**src/hdl/obpc_pkg.sv**
```systemverilog
// Shared types, constants and tables of the omni base pose controller.
package obpc_pkg;

  localparam int POS_BITS_DEF  = 20;
  localparam int FRAC_BITS_DEF = 12;

  localparam int CFG_IDX_W  = 3;
  localparam int CFG_DATA_W = 16;
  localparam int SPEED_W    = 16;

  localparam int POS_FRAC      = 10;
  localparam int ROT_ITERS     = 16;
  localparam int ANG_Q16_W     = 19;
  localparam int ROT_Z_W       = ANG_Q16_W + 1;
  localparam int QUARTER_Q16   = 102944;
  localparam int QTR_MAX       = ((1 << ANG_Q16_W) - 1) / QUARTER_Q16;
  localparam int QTR_CNT_W     = $clog2(QTR_MAX + 1);
  localparam int INV_GAIN_Q16  = 39797;
  localparam int ANG_FULL_Q12  = 25736;
  localparam int ANG_HALF_Q12  = 12868;
  localparam int ANG_CLAMP_Q12 = 10718;

  localparam logic [15:0] RST_KP_LINEAR    = 16'd1638;
  localparam logic [15:0] RST_KP_ANGULAR   = 16'd4096;
  localparam logic [14:0] RST_MAX_LINEAR   = 15'd1843;
  localparam logic [14:0] RST_MAX_ANGULAR  = 15'd1843;
  localparam logic [14:0] RST_CRUISE_SPEED = 15'd1229;
  localparam logic [15:0] RST_TOL_LINEAR   = 16'd102;
  localparam logic [14:0] RST_TOL_ANGULAR  = 15'd737;

  typedef enum logic [CFG_IDX_W-1:0] {
    CFG_KP_LINEAR    = 3'd0,
    CFG_KP_ANGULAR   = 3'd1,
    CFG_MAX_LINEAR   = 3'd2,
    CFG_MAX_ANGULAR  = 3'd3,
    CFG_CRUISE_SPEED = 3'd4,
    CFG_TOL_LINEAR   = 3'd5,
    CFG_TOL_ANGULAR  = 3'd6
  } cfg_idx_t;

  typedef enum logic [1:0] {
    XM_ZERO   = 2'd0,
    XM_PROP   = 2'd1,
    XM_CRUISE = 2'd2
  } xmode_t;

  typedef struct packed {
    logic [15:0] kp_linear;
    logic [15:0] kp_angular;
    logic [14:0] max_linear;
    logic [14:0] max_angular;
    logic [14:0] cruise_speed;
    logic [15:0] tol_linear;
    logic [14:0] tol_angular;
  } cfg_t;

  typedef struct packed {
    xmode_t x_mode;
    logic   y_enable;
    logic   heading_enable;
  } mode_t;

  function automatic int atan_q16(input int step);
    int v;
    case (step)
      0:       v = 51472;
      1:       v = 30386;
      2:       v = 16055;
      3:       v = 8150;
      4:       v = 4091;
      5:       v = 2047;
      6:       v = 1024;
      7:       v = 512;
      8:       v = 256;
      9:       v = 128;
      10:      v = 64;
      11:      v = 32;
      12:      v = 16;
      13:      v = 8;
      14:      v = 4;
      15:      v = 2;
      default: v = 0;
    endcase
    return v;
  endfunction

endpackage

```
**src/hdl/obpc_in_if.sv**
```systemverilog
// Pose input channel: valid/ready with robot pose, target pose and axis modes.
interface obpc_in_if #(
  parameter int POS_BITS  = obpc_pkg::POS_BITS_DEF,
  parameter int FRAC_BITS = obpc_pkg::FRAC_BITS_DEF
) ();
  logic                   valid;
  logic                   ready;
  logic signed [POS_BITS-1:0] pose_x;
  logic signed [POS_BITS-1:0] pose_y;
  logic [FRAC_BITS+2:0]   pose_heading;
  logic signed [POS_BITS-1:0] target_x;
  logic signed [POS_BITS-1:0] target_y;
  logic [FRAC_BITS+2:0]   target_heading;
  logic [1:0]             x_mode;
  logic                   y_enable;
  logic                   heading_enable;

  modport source (
    output valid, pose_x, pose_y, pose_heading, target_x, target_y, target_heading,
           x_mode, y_enable, heading_enable,
    input  ready
  );
  modport sink (
    input  valid, pose_x, pose_y, pose_heading, target_x, target_y, target_heading,
           x_mode, y_enable, heading_enable,
    output ready
  );
endinterface

```
**src/hdl/obpc_prep.sv**
```systemverilog
// Front stage: world-frame error, quarter-turn reduction and heading wrap/clamp.
module obpc_prep #(
  parameter int POS_BITS  = obpc_pkg::POS_BITS_DEF,
  parameter int FRAC_BITS = obpc_pkg::FRAC_BITS_DEF
) (
  input  logic                                clk,
  input  logic                                rst_n,
  obpc_in_if.sink                             in_ch,
  output logic                                valid_o,
  input  logic                                ready_i,
  output logic signed [POS_BITS+10:0]         x_o,
  output logic signed [POS_BITS+10:0]         y_o,
  output logic signed [obpc_pkg::ROT_Z_W-1:0] z_o,
  output logic signed [FRAC_BITS+2:0]         eh_o,
  output obpc_pkg::mode_t                     mode_o
);

  localparam int W  = POS_BITS + 11;
  localparam int AW = obpc_pkg::ANG_Q16_W;
  localparam int ZW = obpc_pkg::ROT_Z_W;
  localparam int HW = FRAC_BITS + 4;
  localparam logic signed [HW-1:0] A_FULL =
    HW'((64'(obpc_pkg::ANG_FULL_Q12) << FRAC_BITS) >> 12);
  localparam logic signed [HW-1:0] A_HALF =
    HW'((64'(obpc_pkg::ANG_HALF_Q12) << FRAC_BITS) >> 12);
  localparam logic signed [HW-1:0] A_CLAMP =
    HW'((64'(obpc_pkg::ANG_CLAMP_Q12) << FRAC_BITS) >> 12);

  logic                    valid_r;
  logic                    adv;
  logic signed [POS_BITS:0] dx, dy;
  logic signed [W-1:0]     xs, ys;
  logic [AW-1:0]           a;
  logic [AW-1:0]           rem;
  logic [obpc_pkg::QTR_CNT_W-1:0] qtr;
  logic signed [W-1:0]     x_nxt, y_nxt;
  logic signed [ZW-1:0]    z_nxt;
  logic signed [HW-1:0]    eh_raw, eh_wrap, eh_clamp;
  logic signed [W-1:0]     x_r, y_r;
  logic signed [ZW-1:0]    z_r;
  logic signed [FRAC_BITS+2:0] eh_r;
  obpc_pkg::mode_t         mode_r;
  obpc_pkg::mode_t         mode_nxt;

  assign adv         = !valid_r || ready_i;
  assign in_ch.ready = adv;

  assign dx = (POS_BITS+1)'(in_ch.target_x) - (POS_BITS+1)'(in_ch.pose_x);
  assign dy = (POS_BITS+1)'(in_ch.target_y) - (POS_BITS+1)'(in_ch.pose_y);
  assign xs = W'(dx) <<< 8;
  assign ys = W'(dy) <<< 8;
  assign a  = AW'(in_ch.pose_heading) << (16 - FRAC_BITS);

  always_comb begin
    qtr = '0;
    rem = a;
    for (int k = 1; k <= obpc_pkg::QTR_MAX; k++) begin
      if (a >= AW'(k * obpc_pkg::QUARTER_Q16)) begin
        qtr = obpc_pkg::QTR_CNT_W'(k);
        rem = a - AW'(k * obpc_pkg::QUARTER_Q16);
      end
    end
    case (qtr[1:0])
      2'd0: begin
        x_nxt = xs;
        y_nxt = ys;
      end
      2'd1: begin
        x_nxt = ys;
        y_nxt = -xs;
      end
      2'd2: begin
        x_nxt = -xs;
        y_nxt = -ys;
      end
      default: begin
        x_nxt = -ys;
        y_nxt = xs;
      end
    endcase
    z_nxt = -signed'(ZW'(rem));
  end

  always_comb begin
    eh_raw  = HW'(in_ch.target_heading) - HW'(in_ch.pose_heading);
    eh_wrap = eh_raw;
    if (eh_wrap >= A_HALF) begin
      eh_wrap = eh_wrap - A_FULL;
    end
    if (eh_wrap < -A_HALF) begin
      eh_wrap = eh_wrap + A_FULL;
    end
    if (eh_wrap > A_CLAMP) begin
      eh_clamp = A_CLAMP;
    end else if (eh_wrap < -A_CLAMP) begin
      eh_clamp = -A_CLAMP;
    end else begin
      eh_clamp = eh_wrap;
    end
    mode_nxt.x_mode         = obpc_pkg::xmode_t'(in_ch.x_mode);
    mode_nxt.y_enable       = in_ch.y_enable;
    mode_nxt.heading_enable = in_ch.heading_enable;
  end

  always_ff @(posedge clk) begin
    if (!rst_n) begin
      valid_r <= 1'b0;
    end else if (adv) begin
      valid_r <= in_ch.valid;
    end
  end

  always_ff @(posedge clk) begin
    if (adv && in_ch.valid) begin
      x_r    <= x_nxt;
      y_r    <= y_nxt;
      z_r    <= z_nxt;
      eh_r   <= eh_clamp[FRAC_BITS+2:0];
      mode_r <= mode_nxt;
    end
  end

  assign valid_o = valid_r;
  assign x_o     = x_r;
  assign y_o     = y_r;
  assign z_o     = z_r;
  assign eh_o    = eh_r;
  assign mode_o  = mode_r;

endmodule

```
**src/flat_wrapper.sv**
```systemverilog
// flat-port wrapper written by rule: the top's interface ports become plain ports
module obpc_prep_flat 
#(
  parameter int POS_BITS  = obpc_pkg::POS_BITS_DEF,
  parameter int FRAC_BITS = obpc_pkg::FRAC_BITS_DEF
)
  (clk, rst_n, valid_o, ready_i, x_o, y_o, z_o, eh_o, mode_o, in_ch_valid, in_ch_pose_x, in_ch_pose_y, in_ch_pose_heading, in_ch_target_x, in_ch_target_y, in_ch_target_heading, in_ch_x_mode, in_ch_y_enable, in_ch_heading_enable, in_ch_ready);
  obpc_in_if #(.POS_BITS(POS_BITS), .FRAC_BITS(FRAC_BITS)) in_ch_i ();
  input  logic clk;
  input  logic rst_n;
  output logic valid_o;
  input  logic ready_i;
  output logic signed [POS_BITS+10:0] x_o;
  output logic signed [POS_BITS+10:0] y_o;
  output logic signed [obpc_pkg::ROT_Z_W-1:0] z_o;
  output logic signed [FRAC_BITS+2:0] eh_o;
  output obpc_pkg::mode_t mode_o;
  input wire logic [$bits(in_ch_i.valid)-1:0] in_ch_valid;
  input wire logic [$bits(in_ch_i.pose_x)-1:0] in_ch_pose_x;
  input wire logic [$bits(in_ch_i.pose_y)-1:0] in_ch_pose_y;
  input wire logic [$bits(in_ch_i.pose_heading)-1:0] in_ch_pose_heading;
  input wire logic [$bits(in_ch_i.target_x)-1:0] in_ch_target_x;
  input wire logic [$bits(in_ch_i.target_y)-1:0] in_ch_target_y;
  input wire logic [$bits(in_ch_i.target_heading)-1:0] in_ch_target_heading;
  input wire logic [$bits(in_ch_i.x_mode)-1:0] in_ch_x_mode;
  input wire logic [$bits(in_ch_i.y_enable)-1:0] in_ch_y_enable;
  input wire logic [$bits(in_ch_i.heading_enable)-1:0] in_ch_heading_enable;
  output wire logic [$bits(in_ch_i.ready)-1:0] in_ch_ready;
  assign in_ch_i.valid = in_ch_valid;
  assign in_ch_i.pose_x = in_ch_pose_x;
  assign in_ch_i.pose_y = in_ch_pose_y;
  assign in_ch_i.pose_heading = in_ch_pose_heading;
  assign in_ch_i.target_x = in_ch_target_x;
  assign in_ch_i.target_y = in_ch_target_y;
  assign in_ch_i.target_heading = in_ch_target_heading;
  assign in_ch_i.x_mode = in_ch_x_mode;
  assign in_ch_i.y_enable = in_ch_y_enable;
  assign in_ch_i.heading_enable = in_ch_heading_enable;
  assign in_ch_ready = in_ch_i.ready;
  obpc_prep #(.POS_BITS(POS_BITS), .FRAC_BITS(FRAC_BITS)) u_core (.clk(clk), .rst_n(rst_n), .in_ch(in_ch_i), .valid_o(valid_o), .ready_i(ready_i), .x_o(x_o), .y_o(y_o), .z_o(z_o), .eh_o(eh_o), .mode_o(mode_o));
endmodule
```
**config.mk**
```make
export PLATFORM = sky130hd
export DESIGN_NAME = obpc_prep_flat
export DESIGN_NICKNAME = d
export VERILOG_FILES = /design/src/hdl/obpc_pkg.sv /design/src/hdl/obpc_in_if.sv /design/src/hdl/obpc_prep.sv /design/src/flat_wrapper.sv
export SDC_FILE = /design/constraint.sdc
export NUM_CORES = 1
export LEC_CHECK = 0
export BUFFER_PORTS_ARGS = -buffer_cell sky130_fd_sc_hd__buf_2
export CORE_MARGIN = 10
export CORE_UTILIZATION = 55
export CTS_CLUSTER_SIZE = 14
export DETAILED_ROUTE_END_ITERATION = 6
export GPL_TIMING_DRIVEN = 0
export PLACE_DENSITY = 0.76
export REMOVE_ABC_BUFFERS = 1
export SYNTH_ARGS = -nofsm -noshare
export SYNTH_HDL_FRONTEND = slang
export SYNTH_SLANG_ARGS = --single-unit
```
**constraint.sdc**
```tcl
create_clock -name clk -period 12.7 [get_ports clk]
set_clock_uncertainty 0.05 [all_clocks]
set_input_delay 2.54 -clock clk [delete_from_list [all_inputs] [get_ports clk]]
set_output_delay 2.54 -clock clk [all_outputs]
set_load 0.02 [all_outputs]
```
==> results of run 1 <==
-- where the power goes --
| part | internal, mW | switching, mW | total [mW] | leakage, nW |
|---|---|---|---|---|
| clock | 0.133 | 0.111 | 0.244 | 0.127 |
| combinational | 0.336 | 0.581 | 0.918 | 4.26 |
| sequential | 0.378 | 0.0148 | 0.393 | 0.787 |
| total | 0.847 | 0.707 | 1.55 | 5.18 |
-- cells in the final DEF (no fill, tap or decap), types with 38 or more instances in the layout --
cell type and count:
buf_2 200, a31oi_1 41, xor2_1 38, nand2_1 146
ha_1 72, nor3_1 38, xnor2_1 76, nor2_1 144
o21ai_0 82, edfxtp_1 81, inv_1 94, a21oi_1 87
-- metal layers --
metal	up-vias	share of wire, %	routed length (µm)	global-route usage, %
met4	0	1.9	615	5.91
li1	5494	-	-	-
met5	-	0	0	0
met3	43	7.1	2320	3.87
met1	5143	44	14300	30.8
met2	483	47	15400	39.2
-- how the worst max path moves through the flow --
| stage | startpoint | endpoint | slack [ps] | cells past startpoint |
|---|---|---|---|---|
| after floorplan | in_ch_pose_heading[3] | u_core.z_o[16]$_DFFE_PP_ | 4710 | 17 |
| after global placement | in_ch_pose_heading[3] | u_core.z_o[15]$_DFFE_PP_ | 2480 | 15 |
| after detailed placement | in_ch_pose_heading[3] | u_core.eh_o[3]$_SDFFCE_PN1P_ | 3610 | 22 |
| after CTS | in_ch_pose_heading[3] | u_core.eh_o[3]$_SDFFCE_PN1P_ | 3970 | 22 |
| after global routing | in_ch_pose_heading[3] | u_core.eh_o[2]$_SDFFCE_PN1P_ | 3380 | 22 |
| final | in_ch_pose_heading[3] | u_core.eh_o[3]$_SDFFCE_PN1P_ | 3820 | 22 |
-- synth_stat cells, drive strengths merged (21+ instances only) --
library cell / n
clkbuf: 42
xor2: 39
o21ai: 102
nand3: 37
a31oi: 43
nand2: 147
inv: 94
ha: 72
o211ai: 21
edfxtp: 81
nor2: 147
a211oi: 30
a21oi: 91
buf: 41
xnor2: 77
nor3: 40
-- cells by family (layout without fill, tap and decap cells) --
| logic type | Yosys count | count (layout) |
|---|---|---|
| AND/OR/NAND/NOR | 525 | 525 |
| AO/OA/AOI/OAI | 441 | 441 |
| buffers and inverters | 179 | 314 |
| XOR/XNOR | 116 | 116 |
| flip-flops | 82 | 82 |
| adder cells (fa/ha/maj) | 75 | 75 |
| multiplexers | 8 | 8 |
| other | 1 | 20 |
-- metrics by stage --
step,instances,util [%],power (mW),hold slack (ps),cell area [µm²]
global placement,1828,61.0,1.29,461,12000
floorplan,1363,-,1.08,700,10700
CTS,1846,62.8,1.55,494,12300
finish,1846,62.8,1.55,487,12300
detailed placement,1830,61.5,1.31,486,12100
global route,1846,62.8,1.67,533,12300
-- sequential cells by signal (all words and copies together), names as in the netlist --
name            cells
u_core.eh_o        15
u_core.valid_o      1
u_core.mode_o       4
u_core.y_o         23
u_core.z_o         16
u_core.x_o         23
-- final cells by class --
class                   instances  area share (%)
inverters                      96            2.92
clock inverters                 4           0.213
clock buffers                  12            1.92
flip-flops and latches         82            19.9
well taps                     265            2.69
repair buffers                202            8.49
multi-input cells            1185            63.9
-- tightest hold or removal path, stage by stage (launching register included) --
cell,delay [ps]
dfxtp_1,300
nand2b_1,90
a21boi_0,90
==> results.yml, run 1 <==
status:
  status: "completed"
yosys:
  synth_compound_area_share_pct: 27.8
  syn_inst: 1427
  syn_avg_cell_area_um2: 7.78
  synth_warnings: 0
  synthXorXnorAreaFrac_pct: 9.49
  async_flop_share_pct: 0
  ys_seq_elements: 82
  synth_top_family_by_area: "compound AO/OA/AOI/OAI gates"
  syn_area_mm2: 0.0111
  synth_simple_gate_area_share_pct: 23.3
  yosysTopAreaCellShare_pct: 21.9
  synth_edf_count: 81
  seq_area_frac_synth_pct: 22.1
  ys_top_cells_by_area: "edfxtp_1, ha_1, xnor2_1, nand2_1, nor2_1"
  synth_area_leader_cell: "edfxtp_1"
  synth_adder_area_share_pct: 8.66
  synth-main-ff-cell: "edfxtp_1"
  synth_cell_types: 112
  synthMuxAreaShare_pct: 0.733
clock_network:
  cts_tree: "yes"
  post_cts_resized: 0
  cts_max_level: 3
  numCtsBuffers: 9
  post-cts-setup-buffers: 0
  clk_latency_ps: 330
  clk_pin_slew_ps: 60
  root_buffer: "clkbuf_16"
  cts_buffer_depth: 2
  cts.sinks: 82
  cts.hold.buffers_added: 0
setup_path:
  cpPeakStageDelay_ps: 570
  critPathTopFamily: "compound AO/OA/AOI/OAI gates"
  cp_max_fo: 13
  cp_data_required_time_ps: 12700
  crit_top_cell: "ha_1"
  arrival_ps: 8890
  r2r-end: "u_core.z_o[14]$_DFFE_PP_"
  startpoint_type: "input pin"
  path_class: "input pin to register"
  reg2regPathDepth: 3
  r2r_slack_ps: 11210
  end_kind: "register"
  r2r-start: "u_core.valid_o$_SDFFE_PN0N_"
  crit_chain: "buf_2 -> clkinv_1 -> ha_1 -> and2_1 -> o21a_1 -> nor2_1 -> o211ai_1 -> o21a_2 -> o311ai_2 -> nand3_1 -> o21ai_0 -> ha_1 -> inv_1 -> o41a_1 -> a21oi_1 -> o21bai_1 -> o211ai_2 -> xor2_1 -> nor3_1 -> o211a_1 -> o21ai_2 -> o21ai_1"
  path_buf_inv: 3
  slowest_stage: "o21ai_0"
timing:
  setup_viol: 0
  final_hold_viol_count: 0
  worstMarginPinSlew_ps: 1250
  max-slew-margin-rel_pct: 16.2
  drv_slew: 0
  fmax_mhz: 113
  fin_crit_sh_pct: 70.0
  fin_setup_tns_ps: 0
  rsz0062_at_grt: "no"
  period_needed_ps: 8880
  fin_ws_ps: 3820
die:
  ios: 221
  die_h_um: 162
  core_area_mm2: 0.0197
  start_util_pct: 56.5
  fp.dieArea_mm2: 0.0263
  rows: 51
  die-width_um: 162
routing:
  routed_wl_um: 32700
  drtPass1Iterations: 5
  ant_nets: 0
  drt_iter0_markers: 967
  drc: 0
  vias: 11200
  via_per_inst: 6.05
  wl_per_cell_um: 17.7
placed_design:
  io_buffers: 200
  gp_congestion: 0.927
  pre_cts_ws_ps: 3610
  dpl.hpwl_um: 25800
global_routing:
  antenna_found_initial: 0
  grt_overflow: 0
  grt_max_degree: 68
  grt_pass1_wl_um: 52300
  globalRouteTotalUtil_pct: 23.5
  grt_pass1_vias: 10500
layout:
  drive_gt1_share_pct: 18.1
  multi_input_area_mm2: 0.00789
  ff_latch_area_mm2: 0.00245
  antennaDiodeCount: 0
  fillerInstances: 1804
  area_growth_syn_to_layout_pct: 11.3
  nNetsFinal: 1769
hold_path:
  hold_depth: 2
  min_from: "u_core.valid_o$_SDFFE_PN0N_"
  min_path_type: "register to register"
  whs_endpoint: "u_core.valid_o$_SDFFE_PN0N_"
power_and_ir_drop:
  leakage_nw: 5.18
  vdd_drop_max_uv: 67.4
  power_density_mw_per_mm2: 126
flow_run:
  maxCapViolCount: 0
Note: power is estimated with default switching activity, not from simulation.
==> inputs of run 2 (changes only) <==
Settings changed: CORE_UTILIZATION 55 to 52, PLACE_DENSITY 0.76 to 0.75.
Clock period 12.7 ns to 7.6 ns, I/O delays scaled along.
==> run 2 against run 1 <==
First-iteration DRC count increased by 5.9%. Largest cell class unchanged. Via count up 0.89%. Final area increased by 1.7%. Global-route usage decreased by 0.62 points. Highest routed layer unchanged. Setup slack worse by 3500 ps. Routed wire length is 3.6% higher. Cell count grew 0.87%. Core utilization fell by 3.1 points. Critical path type unchanged. Critical path depth up 2. Non-clock buffer count is 5 higher.
==> results.yml, run 2 (synthesized netlist as in run 1, its figures left out) <==
status:
  status: "completed"
die:
  die-width_um: 166
  die_h_um: 166
  fp.dieArea_mm2: 0.0276
  core_area_mm2: 0.0210
  rows: 53
  start_util_pct: 52.8
  ios: 221
global_routing:
  grt_overflow: 0
  grt_pass1_vias: 10700
  globalRouteTotalUtil_pct: 22.9
  grt_max_degree: 63
  antenna_found_initial: 0
  grt_pass1_wl_um: 54400
placed_design:
  dpl.hpwl_um: 26200
  gp_congestion: 0.935
  pre_cts_ws_ps: -444
  io_buffers: 200
setup_path:
  path_class: "input pin to register"
  arrival_ps: 7350
  r2r-start: "u_core.valid_o$_SDFFE_PN0N_"
  r2r_slack_ps: 6050
  cp_data_required_time_ps: 7650
  cp_max_fo: 11
  r2r-end: "u_core.z_o[18]$_DFFE_PP_"
  reg2regPathDepth: 3
  startpoint_type: "input pin"
  end_kind: "register"
layout:
  antennaDiodeCount: 0
  nNetsFinal: 1775
  drive_gt1_share_pct: 19.3
  area_growth_syn_to_layout_pct: 13.2
  mostFrequentLayoutCells: "buf_2, nand2_1, nor2_1"
  layout_commonest_cell: "buf_2"
timing:
  final_hold_viol_count: 0
  period_needed_ps: 7300
  worstMarginPinSlew_ps: 1400
  fin_setup_tns_ps: 0
  max-slew-margin-rel_pct: 6.24
  drv_slew: 0
  fmax_mhz: 137
  holdWs_ps: 530
  fin_crit_sh_pct: 96.0
  fin_ws_ps: 303
  rsz0062_at_grt: "no"
  setup_viol: 0
routing:
  route.met2.wl_um: 15900
  via_per_inst: 6.05
  wl_met3_um: 2490
  ant_nets: 0
  top_layer: "met4"
  met1Wirelength_um: 14800
  drc: 0
  wl_per_cell_um: 18.2
  drtPass1Iterations: 5
  drt_iter0_markers: 1024
  routed_wl_um: 33800
  vias: 11300
power_and_ir_drop:
  leakage_nw: 5.24
  vdd_drop_max_uv: 119
  power_density_mw_per_mm2: 218
clock_network:
  cts.sinks: 82
  cts_max_level: 3
  cts_tree: "yes"
  numCtsBuffers: 9
  clk_pin_slew_ps: 70
  cts.hold.buffers_added: 0
  cts_buffer_depth: 2
  clk_latency_ps: 350
  root_buffer: "clkbuf_16"
hold_path:
  whs_endpoint: "u_core.valid_o$_SDFFE_PN0N_"
  min_from: "u_core.valid_o$_SDFFE_PN0N_"
  min_path_type: "register to register"
  hold_depth: 2
flow_run:
  maxCapViolCount: 0
run 2: report_power, final:
| group | total (mW) | switching (mW) | leakage [nW] | internal [mW] |
|---|---|---|---|---|
| Combinational | 1.59 | 1.01 | 4.30 | 0.584 |
| Clock | 0.490 | 0.199 | 0.157 | 0.291 |
| Sequential | 0.657 | 0.0253 | 0.787 | 0.632 |
run 2: repair_timing:
item,CTS,global route
cloned,0,1
buffers inserted,0,5
endpoints found under the setup margin,10,14
resized for setup,2,16
pin swaps,0,2
run 2: through the flow:
step	total power [mW]	instances	utilization [%]	area, µm²
6_report	2.74	1862	59.8	12600
5_1_grt	2.93	1862	59.8	12600
4_1_cts	2.68	1856	59.1	12400
3_5_place_dp	2.19	1840	57.5	12100
3_3_place_gp	2.15	1838	57.1	12000
2_1_floorplan	1.80	1363	-	10700
run 2: critical path, cell delays in order:
cell      delay [ps]
buf_2            220
inv_1            160
ha_1             460
a211oi_2         320
a31oi_1          190
and2_1           210
or4_4            530
a31oi_2          310
and4b_4          390
nor3_4           100
xnor2_1          290
inv_1            140
ha_1             250
nand3_1           90
a41o_1           110
o41a_1           250
a21oi_2          110
o21bai_1         290
o211ai_2         170
xor2_2           210
nor3_1           390
o211a_1          320
o21ai_2          150
o21a_1           150
run 2: final cells by class:
type,count,area [µm²]
clock buffer,9,225
clock inverter,7,98.8
fill,1924,8460
inverter,96,364
multi-input combinational,1186,7990
sequential,82,2450
tap,275,344
timing repair buffer,207,1090
run 2: worst max-delay path by stage:
stage	startpoint	end	slack, ps	cells past startpoint
after global routing	in_ch_pose_heading[7]	u_core.eh_o[12]$_SDFFCE_PN0P_	10	22
after floorplan	in_ch_pose_heading[3]	u_core.z_o[16]$_DFFE_PP_	630	17
after global placement	in_ch_pose_heading[3]	u_core.z_o[16]$_DFFE_PP_	-1600	18
after CTS	in_ch_pose_heading[3]	u_core.eh_o[13]$_SDFFCE_PN1P_	40	22
after detailed placement	in_ch_pose_heading[7]	u_core.eh_o[13]$_SDFFCE_PN1P_	-440	21
final	in_ch_pose_heading[7]	u_core.eh_o[10]$_SDFFCE_PN0P_	300	24
run 2: layer usage:
| layer | vias to the layer above | global-route usage, % |
|---|---|---|
| li1 | 5495 | - |
| met1 | 5214 | 29.9 |
| met2 | 501 | 37.7 |
| met3 | 52 | 4.38 |
| met4 | 0 | 6.05 |
| met5 | - | 0 |
==> inputs of run 3 (changes only) <==
Settings changed: CORE_MARGIN 10 to default.
==> run 3 against run 2 <==
Total power down 2.2%. Global-route usage rose by 5.0 points. Setup slack gained 97 ps. First-iteration DRC count decreased by 9.4%. Cell count shrank 0.11%. Die area shrank 20%. Routed wire length decreased by 7.5%. Flip-flop and latch count unchanged. Sequential share of layout area increased by 0.094 points. Critical path depth fell by 1. Fmax grew 1.3%. Clock-buffer cell count increased by 1. Critical endpoint is now u_core.eh_o[3]$_SDFFCE_PN1P_.
==> results.yml, run 3 (synthesized netlist as in run 1, its figures left out) <==
clock_network:
  root_buffer: "clkbuf_16"
  clk_pin_slew_ps: 70
  clk_latency_ps: 350
  cts.hold.buffers_added: 0
  cts_max_level: 3
  cts_tree: "yes"
  cts.sinks: 82
  cts_buffer_depth: 2
  numCtsBuffers: 9
setup_path:
  crit_top_cell: "inv_1"
  arrival_ps: 7230
  end_kind: "register"
  slowest_stage: "or4_4"
  cpPeakStageDelay_ps: 520
  cp_max_fo: 13
  startpoint_type: "input pin"
  cp-startpoint: "in_ch_pose_heading[7]"
  crit_chain: "buf_2 -> inv_1 -> ha_1 -> a211oi_2 -> a31oi_1 -> and2_1 -> or4_4 -> a31oi_2 -> and4b_2 -> nor3_4 -> xnor2_1 -> inv_1 -> ha_1 -> inv_1 -> o41a_1 -> a21oi_1 -> o21bai_1 -> o211ai_2 -> xor2_1 -> nor3_1 -> o211a_1 -> o21ai_4 -> o21ai_1"
  path_class: "input pin to register"
  cp_data_required_time_ps: 7630
  r2r_slack_ps: 5970
  r2r-start: "u_core.valid_o$_SDFFE_PN0N_"
  path_buf_inv: 4
  critPathTopFamily: "compound AO/OA/AOI/OAI gates"
layout:
  drive_gt1_share_pct: 18.7
  layout_commonest_cell: "buf_2"
  area_growth_syn_to_layout_pct: 12.6
  fillerInstances: 1935
  layout.cells.non_filler: 1860
  mostFrequentLayoutCells: "buf_2, nand2_1, nor2_1"
  nNetsFinal: 1773
  multi_input_area_mm2: 0.00794
  ff_latch_area_mm2: 0.00245
  antennaDiodeCount: 0
status:
  status: "completed"
placed_design:
  gp_congestion: 0.889
  dp.cells: 1841
  io_buffers: 200
  dpl.hpwl_um: 24200
  pre_cts_ws_ps: -481
power_and_ir_drop:
  vdd_drop_max_uv: 106
  finalPower_mw: 2.68
  leakage_nw: 5.23
  power_density_mw_per_mm2: 214
routing:
  drtPass1Iterations: 5
  vias: 11300
  via_per_inst: 6.05
  ant_nets: 0
  routed_wl_um: 31300
  met1Wirelength_um: 13500
  drt_iter0_markers: 928
  drc: 0
  route.met2.wl_um: 15000
  wl_met3_um: 2270
  top_layer: "met5"
  wl_per_cell_um: 16.8
global_routing:
  grt_pass1_wl_um: 49900
  globalRouteTotalUtil_pct: 27.9
  antenna_found_initial: 1
  grt_overflow: 0
  grt_max_degree: 49
  grt_pass1_vias: 10100
flow_run:
  maxCapViolCount: 0
die:
  ios: 221
  core_area_mm2: 0.0210
  start_util_pct: 53.0
  fp.dieArea_mm2: 0.0219
  die-width_um: 148
  rows: 53
  die_h_um: 148
timing:
  rsz0062_at_grt: "no"
  fin_ws_ps: 400
  setup_viol: 0
  fin_crit_sh_pct: 94.7
  drv_slew: 0
  final_hold_viol_count: 0
  fmax_mhz: 139
  max-slew-margin-rel_pct: 14.0
  worstMarginPinSlew_ps: 1290
  period_needed_ps: 7200
hold_path:
  min_path_type: "register to register"
  min_from: "u_core.valid_o$_SDFFE_PN0N_"
## run 3: layer usage
metal / vias up / global-route usage [%]
met2: 453 / 46.6
met1: 5242 / 37.1
met4: 2 / 7.99
met3: 49 / 4.29
met5: - / 0
li1: 5504 / -
## run 3: layout make-up
| type | count | share of cell area, % |
|---|---|---|
| clock inverter | 6 | 0.580 |
| inverter | 96 | 2.91 |
| multi-input combinational | 1185 | 63.5 |
| sequential | 82 | 19.6 |
| tap | 275 | 2.75 |
| timing repair buffer | 206 | 8.79 |
| clock buffer | 10 | 1.83 |
## run 3: timing repair
action,in CTS,in global routing
buffers inserted,0,3
pin swaps,0,1
endpoints found under the setup margin,13,18
resized for setup,2,8
## run 3: stage by stage
stage / util (%) / cell area (µm²) / hold WS [ps] / setup TNS, ps
2_1_floorplan: - / 10700 / 700 / 0
3_3_place_gp: 57.3 / 12000 / 454 / -62650
3_5_place_dp: 57.9 / 12100 / 545 / -5600
4_1_cts: 59.3 / 12400 / 555 / 0
5_1_grt: 59.7 / 12500 / 570 / 0
6_report: 59.7 / 12500 / 534 / 0
## run 3: report_power, final
group	internal, mW	switching, mW
clock	0.260	0.214
combinational	0.574	0.977
sequential	0.632	0.0235
## run 3: worst register-to-register path: stages, from the launching register on
cell and delay, ps:
dfxtp_1 310, nand2b_1 110, and2_4 480, buf_16 310
## run 3: path summary, 6_finish.rpt
path	depth (start not counted)	endpoint
max	23	u_core.eh_o[3]$_SDFFCE_PN1P_
min reg2reg	2	u_core.valid_o$_SDFFE_PN0N_
max reg2reg	3	u_core.y_o[8]$_DFFE_PP_
min	2	u_core.valid_o$_SDFFE_PN0N_
